**src/hw/rtl/cdte_pkg.sv**
```systemverilog
package cdte_pkg;

    localparam int S_TDATA_W = 48;
    localparam int M_TDATA_W = 48;

    // Configuration register indexes
    localparam logic [1:0] CFG_MINUTE_ENABLED = 2'd0;
    localparam logic [1:0] CFG_SECOND_ENABLED = 2'd1;
    localparam logic [1:0] CFG_HOURS_FROM_UTC = 2'd2;

    // Day count bias: shifted year (year + 400) back to 1970-01-01
    localparam int unsigned DAY_BIAS = 865565;

    // floor(q / 25) == (q * RECIP25) >> RECIP25_SHIFT for q < 4699
    localparam logic [10:0] RECIP25       = 11'd1311;
    localparam int          RECIP25_SHIFT = 15;

    localparam logic signed [38:0] OUT_MAX = {1'b0, {38{1'b1}}};
    localparam logic signed [38:0] OUT_MIN = {1'b1, {38{1'b0}}};

    typedef struct packed {
        logic       minute_enabled;
        logic       second_enabled;
        logic signed [5:0] hours_from_utc;
    } cdte_cfg_t;

    typedef struct packed {
        logic [13:0] year;
        logic        year_valid;
        logic [3:0]  month;
        logic        month_valid;
        logic [4:0]  day;
        logic        day_valid;
        logic [4:0]  hour;
        logic        hour_valid;
        logic [5:0]  minute;
        logic [5:0]  second;
    } cdte_item_t;

    typedef struct packed {
        logic              before_epoch;
        logic              is_missing;
        logic signed [38:0] offset_seconds;
    } cdte_result_t;

    // Day of a March-based year on which the given month starts.
    function automatic logic [8:0] month_start_doy(input logic [3:0] month);
        logic [8:0] doy;
        unique case (month)
            4'd3:    doy = 9'd0;
            4'd4:    doy = 9'd31;
            4'd5:    doy = 9'd61;
            4'd6:    doy = 9'd92;
            4'd7:    doy = 9'd122;
            4'd8:    doy = 9'd153;
            4'd9:    doy = 9'd184;
            4'd10:   doy = 9'd214;
            4'd11:   doy = 9'd245;
            4'd12:   doy = 9'd275;
            4'd1:    doy = 9'd306;
            4'd2:    doy = 9'd337;
            default: doy = 9'd0;
        endcase
        return doy;
    endfunction

endpackage

```
**src/hw/rtl/cdte_core.sv**
```systemverilog
module cdte_core import cdte_pkg::*; (
    input  logic         aclk,
    input  logic         aresetn,
    input  logic         ce,
    input  logic         in_valid,
    input  cdte_item_t   in_item,
    input  cdte_cfg_t    cfg,
    output logic         res_valid,
    output cdte_result_t res
);

    // Stage 1: field decode, leap-year counts, time of day
    logic        s1_valid_reg;
    logic        s1_missing_reg;
    logic [14:0] s1_yp_reg;
    logic [7:0]  s1_c100_reg;
    logic [8:0]  s1_doy_reg;
    logic [4:0]  s1_day_reg;
    logic [16:0] s1_tod_reg;

    logic        s1_missing_next;
    logic [14:0] s1_yp_next;
    logic [23:0] c100_prod;
    logic [5:0]  min_eff;
    logic [5:0]  sec_eff;
    logic [16:0] s1_tod_next;

    always_comb begin
        s1_missing_next = !in_item.year_valid || !in_item.month_valid ||
                          !in_item.day_valid || !in_item.hour_valid ||
                          (in_item.month == 4'd0) || (in_item.month > 4'd12);
        // January and February count with the previous year
        s1_yp_next = 15'(in_item.year) + 15'd400 - 15'(in_item.month <= 4'd2);
        c100_prod  = 24'(s1_yp_next[14:2]) * 24'(RECIP25);
        min_eff    = (cfg.minute_enabled && in_item.minute <= 6'd59) ? in_item.minute : 6'd0;
        sec_eff    = (cfg.second_enabled && in_item.second <= 6'd59) ? in_item.second : 6'd0;
        s1_tod_next = 17'(in_item.hour) * 17'd3600 + 17'(min_eff) * 17'd60 + 17'(sec_eff);
    end

    always_ff @(posedge aclk) begin
        if (!aresetn) begin
            s1_valid_reg <= 1'b0;
        end else if (ce) begin
            s1_valid_reg <= in_valid;
        end
    end

    always_ff @(posedge aclk) begin
        if (ce) begin
            s1_missing_reg <= s1_missing_next;
            s1_yp_reg      <= s1_yp_next;
            s1_c100_reg    <= c100_prod[RECIP25_SHIFT +: 8];
            s1_doy_reg     <= month_start_doy(in_item.month);
            s1_day_reg     <= in_item.day;
            s1_tod_reg     <= s1_tod_next;
        end
    end

    // Stage 2: day count since epoch
    logic               s2_valid_reg;
    logic               s2_missing_reg;
    logic signed [23:0] s2_days_reg;
    logic [16:0]        s2_tod_reg;

    logic [23:0] yp365;
    logic [24:0] days_sum;

    always_comb begin
        yp365    = 24'(s1_yp_reg) * 24'd365;
        days_sum = 25'(yp365) + 25'(s1_yp_reg[14:2]) - 25'(s1_c100_reg)
                 + 25'(s1_c100_reg[7:2]) + 25'(s1_doy_reg) + 25'(s1_day_reg)
                 - 25'd1 - 25'(DAY_BIAS);
    end

    always_ff @(posedge aclk) begin
        if (!aresetn) begin
            s2_valid_reg <= 1'b0;
        end else if (ce) begin
            s2_valid_reg <= s1_valid_reg;
        end
    end

    always_ff @(posedge aclk) begin
        if (ce) begin
            s2_missing_reg <= s1_missing_reg;
            s2_days_reg    <= $signed(days_sum[23:0]);
            s2_tod_reg     <= s1_tod_reg;
        end
    end

    // Stage 3: seconds since epoch before the hour offset
    logic               s3_valid_reg;
    logic               s3_missing_reg;
    logic signed [40:0] s3_base_reg;

    logic signed [40:0] base_next;

    always_comb begin
        base_next = 41'(s2_days_reg) * 41'sd86400 + $signed({24'd0, s2_tod_reg});
    end

    always_ff @(posedge aclk) begin
        if (!aresetn) begin
            s3_valid_reg <= 1'b0;
        end else if (ce) begin
            s3_valid_reg <= s2_valid_reg;
        end
    end

    always_ff @(posedge aclk) begin
        if (ce) begin
            s3_missing_reg <= s2_missing_reg;
            s3_base_reg    <= base_next;
        end
    end

    // Offset, clamp to 39 bits, missing override
    logic signed [17:0] off_sec;
    logic signed [41:0] res_wide;

    always_comb begin
        off_sec  = 18'(cfg.hours_from_utc) * 18'sd3600;
        res_wide = 42'(s3_base_reg) + 42'(off_sec);
        res      = '0;
        if (!s3_missing_reg) begin
            res.before_epoch = s3_base_reg[40];
            priority if (res_wide > 42'(OUT_MAX)) begin
                res.offset_seconds = OUT_MAX;
            end else if (res_wide < 42'(OUT_MIN)) begin
                res.offset_seconds = OUT_MIN;
            end else begin
                res.offset_seconds = res_wide[38:0];
            end
        end else begin
            res.is_missing = 1'b1;
        end
    end

    assign res_valid = s3_valid_reg;

endmodule

```
**src/hw/rtl/civil_datetime_to_epoch_seconds.sv**
```systemverilog
// An s_ transaction accepted at an edge loads s1, then passes through s2, s3 and
// the output register, whose valid drives m_tvalid.
// Throughput: one transaction per cycle while the skid entry is free.
// The output register plus a one-entry skid buffer keep s_tready registered;
// s_tready drops only while the skid entry is occupied.
// Reset (aresetn low, synchronous) empties the pipeline and sets
// minute_enabled = 1, second_enabled = 0, hours_from_utc = 0.
module civil_datetime_to_epoch_seconds import cdte_pkg::*; (
    input  logic                 aclk,
    input  logic                 aresetn,
    input  logic                 cfg_we,
    input  logic [1:0]           cfg_index,
    input  logic [5:0]           cfg_wdata,
    input  logic                 s_tvalid,
    output logic                 s_tready,
    // year[13:0], year_valid[14], month[18:15], month_valid[19], day[24:20],
    // day_valid[25], hour[30:26], hour_valid[31], minute[37:32], second[43:38]
    input  logic [S_TDATA_W-1:0] s_tdata,
    output logic                 m_tvalid,
    input  logic                 m_tready,
    // offset_seconds[38:0], is_missing[39], before_epoch[40]
    output logic [M_TDATA_W-1:0] m_tdata
);

    cdte_cfg_t cfg_reg;

    always_ff @(posedge aclk) begin
        if (!aresetn) begin
            cfg_reg.minute_enabled <= 1'b1;
            cfg_reg.second_enabled <= 1'b0;
            cfg_reg.hours_from_utc <= 6'sd0;
        end else if (cfg_we) begin
            unique case (cfg_index)
                CFG_MINUTE_ENABLED: cfg_reg.minute_enabled <= cfg_wdata[0];
                CFG_SECOND_ENABLED: cfg_reg.second_enabled <= cfg_wdata[0];
                CFG_HOURS_FROM_UTC: cfg_reg.hours_from_utc <= $signed(cfg_wdata);
                default: ;
            endcase
        end
    end

    cdte_item_t in_item;

    always_comb begin
        in_item.year        = s_tdata[13:0];
        in_item.year_valid  = s_tdata[14];
        in_item.month       = s_tdata[18:15];
        in_item.month_valid = s_tdata[19];
        in_item.day         = s_tdata[24:20];
        in_item.day_valid   = s_tdata[25];
        in_item.hour        = s_tdata[30:26];
        in_item.hour_valid  = s_tdata[31];
        in_item.minute      = s_tdata[37:32];
        in_item.second      = s_tdata[43:38];
    end

    logic         skid_valid_reg;
    logic         skid_valid_next;
    cdte_result_t skid_reg;
    cdte_result_t skid_next;
    logic         out_valid_reg;
    logic         out_valid_next;
    cdte_result_t out_reg;
    cdte_result_t out_next;

    logic         ce;
    logic         res_valid;
    cdte_result_t res;

    // Whole pipeline advances while the skid entry is free
    assign ce       = !skid_valid_reg;
    assign s_tready = ce;

    cdte_core u_core (
        .aclk      (aclk),
        .aresetn   (aresetn),
        .ce        (ce),
        .in_valid  (s_tvalid),
        .in_item   (in_item),
        .cfg       (cfg_reg),
        .res_valid (res_valid),
        .res       (res)
    );

    logic take;
    logic push;

    always_comb begin
        take            = out_valid_reg && m_tready;
        push            = ce && res_valid;
        out_valid_next  = out_valid_reg;
        out_next        = out_reg;
        skid_valid_next = skid_valid_reg;
        skid_next       = skid_reg;
        priority if (skid_valid_reg) begin
            if (take) begin
                out_next        = skid_reg;
                skid_valid_next = 1'b0;
            end
        end else if (push) begin
            if (!out_valid_reg || take) begin
                out_next       = res;
                out_valid_next = 1'b1;
            end else begin
                skid_next       = res;
                skid_valid_next = 1'b1;
            end
        end else if (take) begin
            out_valid_next = 1'b0;
        end
    end

    always_ff @(posedge aclk) begin
        if (!aresetn) begin
            out_valid_reg  <= 1'b0;
            skid_valid_reg <= 1'b0;
        end else begin
            out_valid_reg  <= out_valid_next;
            skid_valid_reg <= skid_valid_next;
        end
    end

    always_ff @(posedge aclk) begin
        out_reg  <= out_next;
        skid_reg <= skid_next;
    end

    assign m_tvalid = out_valid_reg;
    assign m_tdata  = {7'd0, out_reg.before_epoch, out_reg.is_missing,
                       out_reg.offset_seconds};

endmodule

```
**config.mk**
```make
export PLATFORM = sky130hd
export DESIGN_NAME = civil_datetime_to_epoch_seconds
export DESIGN_NICKNAME = d
export VERILOG_FILES = /design/src/hw/rtl/cdte_pkg.sv /design/src/hw/rtl/cdte_core.sv /design/src/hw/rtl/civil_datetime_to_epoch_seconds.sv
export SDC_FILE = /design/constraint.sdc
export NUM_CORES = 1
export LEC_CHECK = 0
export ABC_AREA = 1
export BUFFER_PORTS_ARGS = -buffer_cell sky130_fd_sc_hd__buf_4
export CORE_MARGIN = 3
export CORE_UTILIZATION = 55
export CTS_CLUSTER_DIAMETER = 100
export CTS_CLUSTER_SIZE = 8
export DETAILED_ROUTE_END_ITERATION = 8
export PLACE_DENSITY = 0.72
export SYNTH_ARGS = -nofsm -noshare
export SYNTH_HDL_FRONTEND = slang
export SYNTH_SLANG_ARGS = --single-unit
export TNS_END_PERCENT = 20
```
**constraint.sdc**
```tcl
create_clock -name aclk -period 20.7 [get_ports aclk]
set_input_delay 2.07 -clock aclk [delete_from_list [all_inputs] [get_ports aclk]]
set_output_delay 2.07 -clock aclk [all_outputs]
set_load 0.005 [all_outputs]
```
==> results of run 1 <==
==> Yosys cell counts, types with 4 or more instances <==
master,number,area (µm²)
sky130_fd_sc_hd__a211oi_1,7,52.6
sky130_fd_sc_hd__a21o_1,7,52.6
sky130_fd_sc_hd__a21oi_1,172,861
sky130_fd_sc_hd__a31oi_1,4,25.0
sky130_fd_sc_hd__and2_1,13,81.3
sky130_fd_sc_hd__buf_2,7,35.0
sky130_fd_sc_hd__buf_4,8,60.1
sky130_fd_sc_hd__buf_6,4,45.0
sky130_fd_sc_hd__clkbuf_1,17,63.8
sky130_fd_sc_hd__dfxtp_1,13,260
sky130_fd_sc_hd__edfxtp_1,221,6640
sky130_fd_sc_hd__fa_1,233,4660
sky130_fd_sc_hd__ha_1,446,5580
sky130_fd_sc_hd__inv_1,726,2730
sky130_fd_sc_hd__inv_2,19,71.3
sky130_fd_sc_hd__nand2_1,755,2830
sky130_fd_sc_hd__nand2_2,6,37.5
sky130_fd_sc_hd__nand3_1,133,666
sky130_fd_sc_hd__nand3b_1,7,52.6
sky130_fd_sc_hd__nand4_1,37,231
sky130_fd_sc_hd__nor2_1,184,691
sky130_fd_sc_hd__nor2_2,5,31.3
sky130_fd_sc_hd__nor3_1,22,110
sky130_fd_sc_hd__o211ai_1,6,45.0
sky130_fd_sc_hd__o21a_1,4,30.0
sky130_fd_sc_hd__o21ai_0,52,260
sky130_fd_sc_hd__o21bai_1,15,113
sky130_fd_sc_hd__xnor2_1,41,359
sky130_fd_sc_hd__xor2_1,92,806
==> routing by layer <==
layer  wire, µm  GRT usage (%)  share of wire, %  up-vias
met3       2490           2.59               4.0       94
met1      28000           32.0                45    10100
li1           -              -                 -    10600
met4       1400           6.06               2.3        0
met5          0              0                 0        -
met2      30200           41.2                49      444
==> final timing paths <==
check / end / slack (ps) / depth (start not counted)
worst max register to register: m_tdata[36] / 13490 / 33
worst max-delay path: u_core.s1_c100_reg[7] / 11800 / 40
worst min-delay path: u_core.s2_missing_reg / 410 / 0
worst min register to register: u_core.s2_missing_reg / 410 / 0
==> worst register-to-register path, delay by kind of cell (launching register included) <==
kind	cells	cell delay (ps)
and+or+nand+nor	18	2590
adders and majority gates	6	2570
AOI/OAI and AO/OA	3	690
buffers and inverters	5	570
DFF	1	390
xor gates and xnor gates	1	150
==> per-stage QoR <==
step	setup WS [ps]	utilization (%)	hold WS [ps]	cells
finish	11800	61.0	409	4070
global route	11190	61.0	421	4070
CTS	11760	61.0	411	4070
detailed placement	11260	59.1	405	4024
global placement	11530	59.1	402	4024
floorplan	12280	-	400	3292
==> kinds of logic after synthesis <==
kind of cell | share of synthesized area, %
AND/OR/NAND/NOR | 17.5
buffers and inverters | 10.9
adder cells (fa/ha/maj) | 37.0
AO/OA/AOI/OAI | 5.47
flip-flops | 24.9
XOR/XNOR | 4.32
other | 0.0135
==> cell type report <==
cell class	count	area share, %
clock buffers	43	3.01
clock inverters	3	0.120
inverters	746	9.31
multi-input cells	2273	59.3
flip-flops and latches	234	22.9
well taps	664	2.76
repair buffers	107	2.67
==> reports/metrics.json, run 1 <==
{
  "synth_seq_cells": {"value": 234},
  "clock_sink_count": {"value": 234},
  "synth_seq_area_share": {"value": 24.9, "unit": "%"},
  "worst_path_cell_with_the_longest_stage_delay": {"value": "sky130_fd_sc_hd__fa_1"},
  "fin_crit_sh": {"value": 43.0, "unit": "%"},
  "synth_edf_count": {"value": 221},
  "clock_tree.root_cell": {"value": "sky130_fd_sc_hd__clkbuf_16"},
  "critical_path.endpoint_type": {"value": "register"},
  "multi_input_area": {"value": 0.0179, "unit": "mm²"},
  "stdcell_area": {"value": 0.0301, "unit": "mm²"},
  "critPathBufInv": {"value": 8},
  "cts-htree-levels": {"value": 2},
  "synthToLayoutAreaGrowth": {"value": 8.68, "unit": "%"},
  "final_period_minus_worst_setup_slack": {"value": 8900, "unit": "ps"},
  "drtPass1Iterations": {"value": 5},
  "synth_area_per_cell": {"value": 8.44, "unit": "µm²"},
  "holdCritStartpoint": {"value": "u_core.s1_missing_reg"},
  "criticalPathCategory": {"value": "primary input to register"},
  "cp_max_fo": {"value": 6},
  "fin_nets": {"value": 4137},
  "critical-path-max-stage-delay": {"value": 540, "unit": "ps"},
  "run_status": {"value": "finished, final reports clean"},
  "worst_skew_pair.late_latency": {"value": 540, "unit": "ps"},
  "synthesis.area": {"value": 0.0277, "unit": "mm²"},
  "gp_congestion": {"value": 0.945},
  "hold_path_class": {"value": "register to register"},
  "route.antenna.remaining_nets": {"value": 0},
  "cts_setup_buffers": {"value": 0},
  "r2r_start": {"value": "cfg_reg[3]"},
  "postCtsResizedCells": {"value": 0},
  "finalSetupViolCount": {"value": 0},
  "placeableCoreArea": {"value": 0.0494, "unit": "mm²"},
  "detailedRoute.firstIterationViolations": {"value": 1324},
  "nFillCells": {"value": 4367},
  "unrepaired_setup_endpoints_after_global_routing": {"value": "false"},
  "portBuffers": {"value": 99},
  "clock_tree_from_tritoncts": {"value": "built"},
  "setup.worst_path.start": {"value": "s_tdata[15]"},
  "post_cts_hold_buffer_count": {"value": 0},
  "critical_path_required": {"value": 20980, "unit": "ps"},
  "path_common_cell": {"value": "sky130_fd_sc_hd__nand2_1"},
  "max-slew-margin-rel": {"value": 12.6, "unit": "%"},
  "globalRouteOverflowTotal": {"value": 0},
  "netlist_instances": {"value": 3286},
  "ioPinCount": {"value": 111},
  "tightestPinTransition": {"value": 1310, "unit": "ps"},
  "seqCellArea": {"value": 0.00690, "unit": "mm²"},
  "grt_first_pass_wirelength": {"value": 104000, "unit": "µm"},
  "setup_total_negative_slack": {"value": 0, "unit": "ps"},
  "vias_in_the_first_global_route": {"value": 21500},
  "floorplan.die.height": {"value": 231, "unit": "µm"},
  "floorplan.die_area": {"value": 0.0531, "unit": "mm²"},
  "detailed_place_hpwl": {"value": 51900, "unit": "µm"},
  "timing_max_transition_violations_final": {"value": 0},
  "post_synth_num_cell_types": {"value": 45},
  "die_w": {"value": 231, "unit": "µm"},
  "initial_core_util": {"value": 56.2, "unit": "%"},
  "proportion_of_layout_cells_with_a_drive_suffix_above_1": {"value": 5.55, "unit": "%"},
  "timing_hold_violations_final": {"value": 0},
  "detail_route.vias_per_cell": {"value": 5.20},
  "post-route-drc-count": {"value": 0},
  "timing.critical_path.from_type": {"value": "primary input"},
  "post_dp_cell_area": {"value": 0.0292, "unit": "mm²"},
  "drv_cap": {"value": 0},
  "wl_per_cell": {"value": 15.2, "unit": "µm"},
  "postSynth.topFlopCell": {"value": "sky130_fd_sc_hd__edfxtp_1"},
  "fmaxAchievable": {"value": 0.112, "unit": "GHz"},
  "layout_common_cells": {"value": "sky130_fd_sc_hd__nand2_1 (754), sky130_fd_sc_hd__inv_1 (726), sky130_fd_sc_hd__ha_1 (446)"},
  "cts-buffers-inserted": {"value": 35},
  "totalWireLength": {"value": 62000, "unit": "µm"},
  "clock_pin_slew_worst_setup_and_hold_paths": {"value": 50, "unit": "ps"},
  "async_flop_share": {"value": 0, "unit": "%"},
  "antenna_found_initial": {"value": 0},
  "worst_path_dominant_cell_family": {"value": "adder cells"},
  "rows": {"value": 81},
  "synth.yosys.warnings": {"value": 0},
  "layout.cells.most_common": {"value": "sky130_fd_sc_hd__nand2_1"},
  "clock-skew-final": {"value": 21.0, "unit": "ps"},
  "via_count": {"value": 21200},
  "grt_use_total": {"value": 23.8, "unit": "%"},
  "grt_max_degree": {"value": 81},
  "cts-root-to-sink-buffers": {"value": 3},
  "timing.critical_path.arrival": {"value": 9190, "unit": "ps"},
  "antenna_cells": {"value": 0}
}
Power of run 1 is not shown: default switching activity piles up to over one toggle a cycle in this logic, so the estimate is an artifact.
==> run 2, diff against run 1 <==
--- a/config.mk
+++ b/config.mk
@@ -12,7 +12,7 @@
 export CTS_CLUSTER_DIAMETER = 100
 export CTS_CLUSTER_SIZE = 8
 export DETAILED_ROUTE_END_ITERATION = 8
-export PLACE_DENSITY = 0.72
+export PLACE_DENSITY = 0.75
 export SYNTH_ARGS = -nofsm -noshare
 export SYNTH_HDL_FRONTEND = slang
 export SYNTH_SLANG_ARGS = --single-unit
==> constraint.sdc (replaced) <==
create_clock -name aclk -period 7.6 [get_ports aclk]
set_input_delay 0.76 -clock aclk [delete_from_list [all_inputs] [get_ports aclk]]
set_output_delay 0.76 -clock aclk [all_outputs]
set_load 0.005 [all_outputs]
==> run 2 against run 1 <==
Compared with the run above: sequential share of layout area shrank 0.14 points; worst hold slack lost 9.1 ps; count of clock-buffer cells in the layout is the same; highest routed layer unchanged.
==> reports/metrics.json, run 2 (synthesis results as in run 1) <==
{
  "run_status": {"value": "finished, final reports clean", "change": "unchanged"},
  "critPathBufInv": {"value": 9, "change": "was 8"},
  "hold_path_class": {"value": "primary input to register", "change": "was register to register"},
  "proportion_of_layout_cells_with_a_drive_suffix_above_1": {"value": 6.13, "unit": "%", "change": "was 5.55%"},
  "cp_max_fo": {"value": 4, "change": "was 6"},
  "final_period_minus_worst_setup_slack": {"value": 7030, "unit": "ps"},
  "cts-htree-levels": {"value": 2, "change": "unchanged"},
  "fmaxAchievable": {"value": 0.142, "unit": "GHz"},
  "post_cts_hold_buffer_count": {"value": 0, "change": "unchanged"},
  "critical-path-max-stage-delay": {"value": 520, "unit": "ps", "change": "was 540 ps"},
  "grt_first_pass_wirelength": {"value": 99000, "unit": "µm", "change": "was 104000 µm"},
  "multi_input_area": {"value": 0.0179, "unit": "mm²", "change": "about the same"},
  "cts-root-to-sink-buffers": {"value": 3, "change": "unchanged"},
  "unrepaired_setup_endpoints_after_global_routing": {"value": "false", "change": "unchanged"},
  "antenna_cells": {"value": 0, "change": "unchanged"},
  "portBuffers": {"value": 99, "change": "unchanged"},
  "timing_hold_violations_final": {"value": 0, "change": "unchanged"},
  "layout_common_cells": {"value": "sky130_fd_sc_hd__nand2_1 (754), sky130_fd_sc_hd__inv_1 (726), sky130_fd_sc_hd__ha_1 (446)", "change": "unchanged"},
  "initial_core_util": {"value": 56.2, "unit": "%", "change": "unchanged"},
  "floorplan.die_area": {"value": 0.0531, "unit": "mm²", "change": "unchanged"},
  "clock_sink_count": {"value": 234, "change": "unchanged"},
  "antenna_found_initial": {"value": 0, "change": "unchanged"},
  "totalWireLength": {"value": 58400, "unit": "µm", "change": "was 62000 µm"},
  "gp_congestion": {"value": 0.956, "change": "was 0.945"},
  "via_count": {"value": 20600, "change": "was 21200"},
  "placeableCoreArea": {"value": 0.0494, "unit": "mm²", "change": "unchanged"},
  "wl_per_cell": {"value": 14.3, "unit": "µm", "change": "was 15.2 µm"},
  "clock-skew-final": {"value": 18.6, "unit": "ps", "change": "was 21.0 ps"},
  "worst_path_dominant_cell_family": {"value": "adder cells", "change": "unchanged"},
  "finalCoreUtilization": {"value": 61.4, "unit": "%", "change": "was 61.0%"},
  "fin_nets": {"value": 4156, "change": "was 4137"},
  "timing_max_transition_violations_final": {"value": 0, "change": "unchanged"},
  "detailedRoute.firstIterationViolations": {"value": 860, "change": "was 1324"},
  "clock_tree_from_tritoncts": {"value": "built", "change": "unchanged"},
  "criticalPathCategory": {"value": "primary input to register", "change": "unchanged"},
  "tightestPinTransition": {"value": 1210, "unit": "ps", "change": "was 1310 ps"},
  "finalSetupViolCount": {"value": 0, "change": "unchanged"},
  "die_w": {"value": 231, "unit": "µm", "change": "unchanged"},
  "critical_path.endpoint_type": {"value": "register", "change": "unchanged"},
  "timing.critical_path.from_type": {"value": "primary input", "change": "unchanged"},
  "grt_max_degree": {"value": 76, "change": "was 81"},
  "route.antenna.remaining_nets": {"value": 0, "change": "unchanged"},
  "worst_path_cell_with_the_longest_stage_delay": {"value": "sky130_fd_sc_hd__fa_1", "change": "unchanged"},
  "ioPinCount": {"value": 111, "change": "unchanged"},
  "path_common_cell": {"value": "sky130_fd_sc_hd__nand2_1", "change": "unchanged"},
  "post_dp_cell_area": {"value": 0.0293, "unit": "mm²", "change": "was 0.0292 mm²"},
  "max-slew-margin-rel": {"value": 19.3, "unit": "%", "change": "was 12.6%"},
  "nFillCells": {"value": 4281, "change": "was 4367"},
  "detail_route.vias_per_cell": {"value": 5.05, "change": "was 5.20"},
  "grt_use_total": {"value": 22.7, "unit": "%", "change": "was 23.8%"},
  "drv_cap": {"value": 0, "change": "unchanged"},
  "globalRouteOverflowTotal": {"value": 0, "change": "unchanged"},
  "post-route-drc-count": {"value": 0, "change": "unchanged"},
  "floorplan.die.height": {"value": 231, "unit": "µm", "change": "unchanged"},
  "vias_in_the_first_global_route": {"value": 21100, "change": "was 21500"},
  "drtPass1Iterations": {"value": 5, "change": "unchanged"},
  "layout.cells.most_common": {"value": "sky130_fd_sc_hd__nand2_1", "change": "unchanged"},
  "detailed_place_hpwl": {"value": 48600, "unit": "µm", "change": "was 51900 µm"},
  "seqCellArea": {"value": 0.00690, "unit": "mm²", "change": "unchanged"},
  "fin_crit_sh": {"value": 92.6, "unit": "%"},
  "worst_skew_pair.late_latency": {"value": 540, "unit": "ps", "change": "about the same"},
  "clock_pin_slew_worst_setup_and_hold_paths": {"value": 50, "unit": "ps", "change": "about the same"},
  "stdcell_area": {"value": 0.0303, "unit": "mm²", "change": "was 0.0301 mm²"},
  "cts-buffers-inserted": {"value": 35, "change": "unchanged"},
  "critical_path_required": {"value": 7890, "unit": "ps", "change": "was 20980 ps"},
  "rows": {"value": 81, "change": "unchanged"},
  "synthToLayoutAreaGrowth": {"value": 9.34, "unit": "%", "change": "was 8.68%"},
  "setup_total_negative_slack": {"value": 0, "unit": "ps", "change": "unchanged"},
  "timing.critical_path.arrival": {"value": 7320, "unit": "ps", "change": "was 9190 ps"},
  "clock_tree.root_cell": {"value": "sky130_fd_sc_hd__clkbuf_16", "change": "unchanged"}
}
run 2: cell count changes in the layout (fill, tap and decap cells not counted):
cell                         delta
sky130_fd_sc_hd__buf_4         +18
sky130_fd_sc_hd__buf_12         +1
sky130_fd_sc_hd__clkinv_4       +1
sky130_fd_sc_hd__clkinvlp_4     -1
sky130_fd_sc_hd__inv_16         +1
sky130_fd_sc_hd__nor4_1         -1
sky130_fd_sc_hd__nor4_2         +1
run 2: cell type report:
cell class / instances / area share [%]
Inverter: 746 / 9.25
Tap cell: 664 / 2.74
Clock inverter: 4 / 0.190
Multi-Input combinational cell: 2273 / 58.9
Clock buffer: 43 / 2.99
Timing Repair Buffer: 126 / 3.16
Sequential cell: 234 / 22.8
run 2: metal layers:
layer	up-vias	global-route usage (%)	share of wire (%)
met5	-	0	0
met4	0	8.55	4.1
met3	144	2.36	2.8
met2	306	43.0	52
met1	9566	26.1	41
li1	10600	-	-
run 2: metrics by stage:
step	std cells	setup WS, ps	hold slack [ps]
3_5_place_dp	4043	-67.5	405
6_report	4090	565	400
4_1_cts	4090	470	381
3_3_place_gp	4043	48.3	402
5_1_grt	4090	4.61	384
2_1_floorplan	3292	486	400
run 2: timing repair:
action                                  CTS  global route
buffers inserted                          0             0
resized for setup                         0             1
endpoints found under the setup margin    0             1
run 2: final timing paths:
path	start	endpoint	slack, ps	cells after the start
hold reg to reg	u_core.s1_tod_reg[4]	u_core.s2_tod_reg[4]	410	0
setup / recovery	s_tdata[15]	u_core.s1_c100_reg[7]	570	41
hold / removal	s_tdata[24]	u_core.s1_day_reg[4]	400	1
setup reg to reg	cfg_reg[3]	m_tdata[32]	910	33
Power of run 2 is left out for the same reason.
==> run 3, diff against run 2 <==
--- a/config.mk
+++ b/config.mk
@@ -12,7 +12,7 @@
 export CTS_CLUSTER_DIAMETER = 100
 export CTS_CLUSTER_SIZE = 8
 export DETAILED_ROUTE_END_ITERATION = 8
-export PLACE_DENSITY = 0.75
+export PLACE_DENSITY = 0.72
 export SYNTH_ARGS = -nofsm -noshare
 export SYNTH_HDL_FRONTEND = slang
 export SYNTH_SLANG_ARGS = --single-unit
==> constraint.sdc (replaced) <==
create_clock -name aclk -period 7.3 [get_ports aclk]
set_input_delay 0.73 -clock aclk [delete_from_list [all_inputs] [get_ports aclk]]
set_output_delay 0.73 -clock aclk [all_outputs]
set_load 0.005 [all_outputs]
==> run 3 against run 2 <==
Compared with the run above: setup slack got worse by 130 ps; first-iteration DRC count is 60% higher; critical path type unchanged; sequential share of layout area down 0.080 points; utilization is 0.22 points higher.
==> reports/metrics.json, run 3 (synthesis results as in run 1) <==
{
  "post-route-drc-count": {"value": 0, "change": "unchanged"},
  "layout_common_cells": {"value": "sky130_fd_sc_hd__nand2_1 (754), sky130_fd_sc_hd__inv_1 (726), sky130_fd_sc_hd__ha_1 (446)", "change": "unchanged"},
  "totalWireLength": {"value": 64400, "unit": "µm", "change": "was 58400 µm"},
  "holdCritStartpoint": {"value": "s_tdata[20]", "change": "was s_tdata[24]"},
  "clock_tree.root_cell": {"value": "sky130_fd_sc_hd__clkbuf_16", "change": "unchanged"},
  "worst_skew_pair.late_latency": {"value": 550, "unit": "ps", "change": "was 540 ps"},
  "final_period_minus_worst_setup_slack": {"value": 6870, "unit": "ps"},
  "timing.rr.end": {"value": "m_tdata[2]", "change": "was m_tdata[32]"},
  "layout.cells.most_common": {"value": "sky130_fd_sc_hd__nand2_1", "change": "unchanged"},
  "placeableCoreArea": {"value": 0.0494, "unit": "mm²", "change": "unchanged"},
  "timing.critical_path.from_type": {"value": "primary input", "change": "unchanged"},
  "detail_route.vias_per_cell": {"value": 5.25, "change": "was 5.05"},
  "drtPass1Iterations": {"value": 6, "change": "was 5"},
  "r2r_slack": {"value": 800, "unit": "ps", "change": "was 910 ps"},
  "critical-path-max-stage-delay": {"value": 530, "unit": "ps", "change": "was 520 ps"},
  "finalSetupViolCount": {"value": 0, "change": "unchanged"},
  "path_common_cell": {"value": "sky130_fd_sc_hd__nand2_1", "change": "unchanged"},
  "grt_max_degree": {"value": 142, "change": "was 76"},
  "r2r_start": {"value": "cfg_reg[4]", "change": "was cfg_reg[3]"},
  "die_w": {"value": 231, "unit": "µm", "change": "unchanged"},
  "multi_input_area": {"value": 0.0179, "unit": "mm²", "change": "about the same"},
  "floorplan.die_area": {"value": 0.0531, "unit": "mm²", "change": "unchanged"},
  "globalRouteOverflowTotal": {"value": 0, "change": "unchanged"},
  "seqCellArea": {"value": 0.00690, "unit": "mm²", "change": "unchanged"},
  "gp_congestion": {"value": 0.950, "change": "was 0.956"},
  "placed_cells_incl_taps": {"value": 4057, "change": "was 4043"},
  "cp_max_fo": {"value": 2, "change": "was 4"},
  "unrepaired_setup_endpoints_after_global_routing": {"value": "false", "change": "unchanged"},
  "gr-usage-met1": {"value": 33.6, "unit": "%", "change": "was 26.1%"},
  "synthToLayoutAreaGrowth": {"value": 9.73, "unit": "%", "change": "was 9.34%"},
  "grt_first_pass_wirelength": {"value": 106000, "unit": "µm", "change": "was 99000 µm"},
  "clock_tree_from_tritoncts": {"value": "built", "change": "unchanged"},
  "worstHoldPathCells": {"value": 1, "change": "unchanged"},
  "wl_per_cell": {"value": 15.7, "unit": "µm", "change": "was 14.3 µm"},
  "detailed_place_hpwl": {"value": 53700, "unit": "µm", "change": "was 48600 µm"},
  "timing.critical_path.arrival": {"value": 7140, "unit": "ps", "change": "was 7320 ps"},
  "grt_use_total": {"value": 24.4, "unit": "%", "change": "was 22.7%"},
  "layoutNonFillerInstCount": {"value": 4103, "change": "was 4090"},
  "vias_in_the_first_global_route": {"value": 21600, "change": "was 21100"},
  "antenna_found_initial": {"value": 0, "change": "unchanged"},
  "proportion_of_layout_cells_with_a_drive_suffix_above_1": {"value": 6.54, "unit": "%", "change": "was 6.13%"},
  "clock-skew-final": {"value": 34.8, "unit": "ps", "change": "was 18.6 ps"},
  "post_cts_hold_buffer_count": {"value": 0, "change": "unchanged"},
  "tightestPinTransition": {"value": 1320, "unit": "ps", "change": "was 1210 ps"},
  "detailedRoute.firstIterationViolations": {"value": 1377, "change": "was 860"},
  "floorplan.die.height": {"value": 231, "unit": "µm", "change": "unchanged"},
  "clock_sink_count": {"value": 234, "change": "unchanged"},
  "rows": {"value": 81, "change": "unchanged"},
  "globalRouteMet3Util": {"value": 2.84, "unit": "%", "change": "was 2.36%"},
  "cts-buffers-inserted": {"value": 35, "change": "unchanged"},
  "fmaxAchievable": {"value": 0.146, "unit": "GHz"},
  "portBuffers": {"value": 99, "change": "unchanged"},
  "fin_crit_sh": {"value": 94.1, "unit": "%"},
  "via_count": {"value": 21600, "change": "was 20600"},
  "run_status": {"value": "finished, final reports clean", "change": "unchanged"},
  "worst_path_cell_with_the_longest_stage_delay": {"value": "sky130_fd_sc_hd__fa_1", "change": "unchanged"},
  "clock_pin_slew_worst_setup_and_hold_paths": {"value": 60, "unit": "ps", "change": "was 50 ps"},
  "antenna_cells": {"value": 0, "change": "unchanged"},
  "timing_hold_violations_final": {"value": 0, "change": "unchanged"},
  "criticalPathCategory": {"value": "primary input to register", "change": "unchanged"},
  "fin_nets": {"value": 4170, "change": "was 4156"},
  "cts-root-to-sink-buffers": {"value": 3, "change": "unchanged"},
  "hold_path_class": {"value": "primary input to register", "change": "unchanged"},
  "whs": {"value": 357, "unit": "ps", "change": "was 400 ps"},
  "critical_path_required": {"value": 7570, "unit": "ps", "change": "was 7890 ps"},
  "critical_path.endpoint_type": {"value": "register", "change": "unchanged"},
  "max-slew-margin-rel": {"value": 12.2, "unit": "%", "change": "was 19.3%"},
  "cts-htree-levels": {"value": 2, "change": "unchanged"},
  "holdPathEnd": {"value": "u_core.s1_day_reg[0]", "change": "was u_core.s1_day_reg[4]"},
  "initial_core_util": {"value": 56.2, "unit": "%", "change": "unchanged"},
  "ioPinCount": {"value": 111, "change": "unchanged"},
  "worst-r2r-cell-count": {"value": 32, "change": "was 33"},
  "top_usage_layer": {"value": "met2", "change": "unchanged"},
  "route.antenna.remaining_nets": {"value": 0, "change": "unchanged"},
  "timing_max_transition_violations_final": {"value": 0, "change": "unchanged"},
  "drv_cap": {"value": 0, "change": "unchanged"},
  "grt.met2_usage": {"value": 41.1, "unit": "%", "change": "was 43.0%"},
  "nFillCells": {"value": 4355, "change": "was 4281"}
}
-- run 3: cell types whose count changed in the layout (fill, tap and decap cells not counted), sizes merged --
cell	change
clkbuf	-1
inv	-1
buf	+14
clkinv	+1
-- run 3: critical path: cells and delay by family --
kind,cells,cell delay [ps]
fa+ha+maj,10,3530
buf+inv,9,650
compound gates,7,790
simple gates,15,1410
-- run 3: routing by layer --
| layer | part of all wire (%) | routed length (µm) |
|---|---|---|
| met4 | 2.6 | 1670 |
| met2 | 48 | 30700 |
| met5 | 0 | 0 |
| met1 | 45 | 29300 |
| met3 | 4.3 | 2760 |
-- run 3: cell type report --
type | instances | share of cell area, %
clock inverters | 4 | 0.128
inverters | 746 | 9.22
clock buffers | 42 | 2.97
multi-input cells | 2273 | 58.7
repair buffers | 140 | 3.54
well taps | 664 | 2.73
flip-flops and latches | 234 | 22.7
-- run 3: what timing repair did --
item,4_1_cts,5_1_grt
resized for setup,0,5
endpoints found under the setup margin,0,3
hold endpoints to repair,0,0
buffers inserted,0,0
-- run 3: how the worst max path moves through the flow --
| stage | from | end | cells after the start |
|---|---|---|---|
| after floorplan | s_tdata[15] | u_core.s1_c100_reg[7] | 39 |
| after global routing | s_tdata[15] | u_core.s1_c100_reg[7] | 41 |
| after global placement | s_tdata[15] | u_core.s1_c100_reg[7] | 40 |
| final | s_tdata[15] | u_core.s1_c100_reg[7] | 41 |
| after detailed placement | s_tdata[15] | u_core.s1_c100_reg[7] | 40 |
| after CTS | s_tdata[15] | u_core.s1_c100_reg[7] | 40 |
-- run 3: metrics by stage --
stage          area, µm²  setup TNS (ps)  util, %  setup WS, ps
3_5_place_dp       29500            -587     59.7          -270
5_1_grt            30400               0     61.6         0.201
4_1_cts            30400               0     61.6           264
2_1_floorplan      27700               0        -           216
3_3_place_gp       29500           -67.6     59.7         -49.2
6_report           30400               0     61.6           432
Power of run 3 is left out for the same reason.
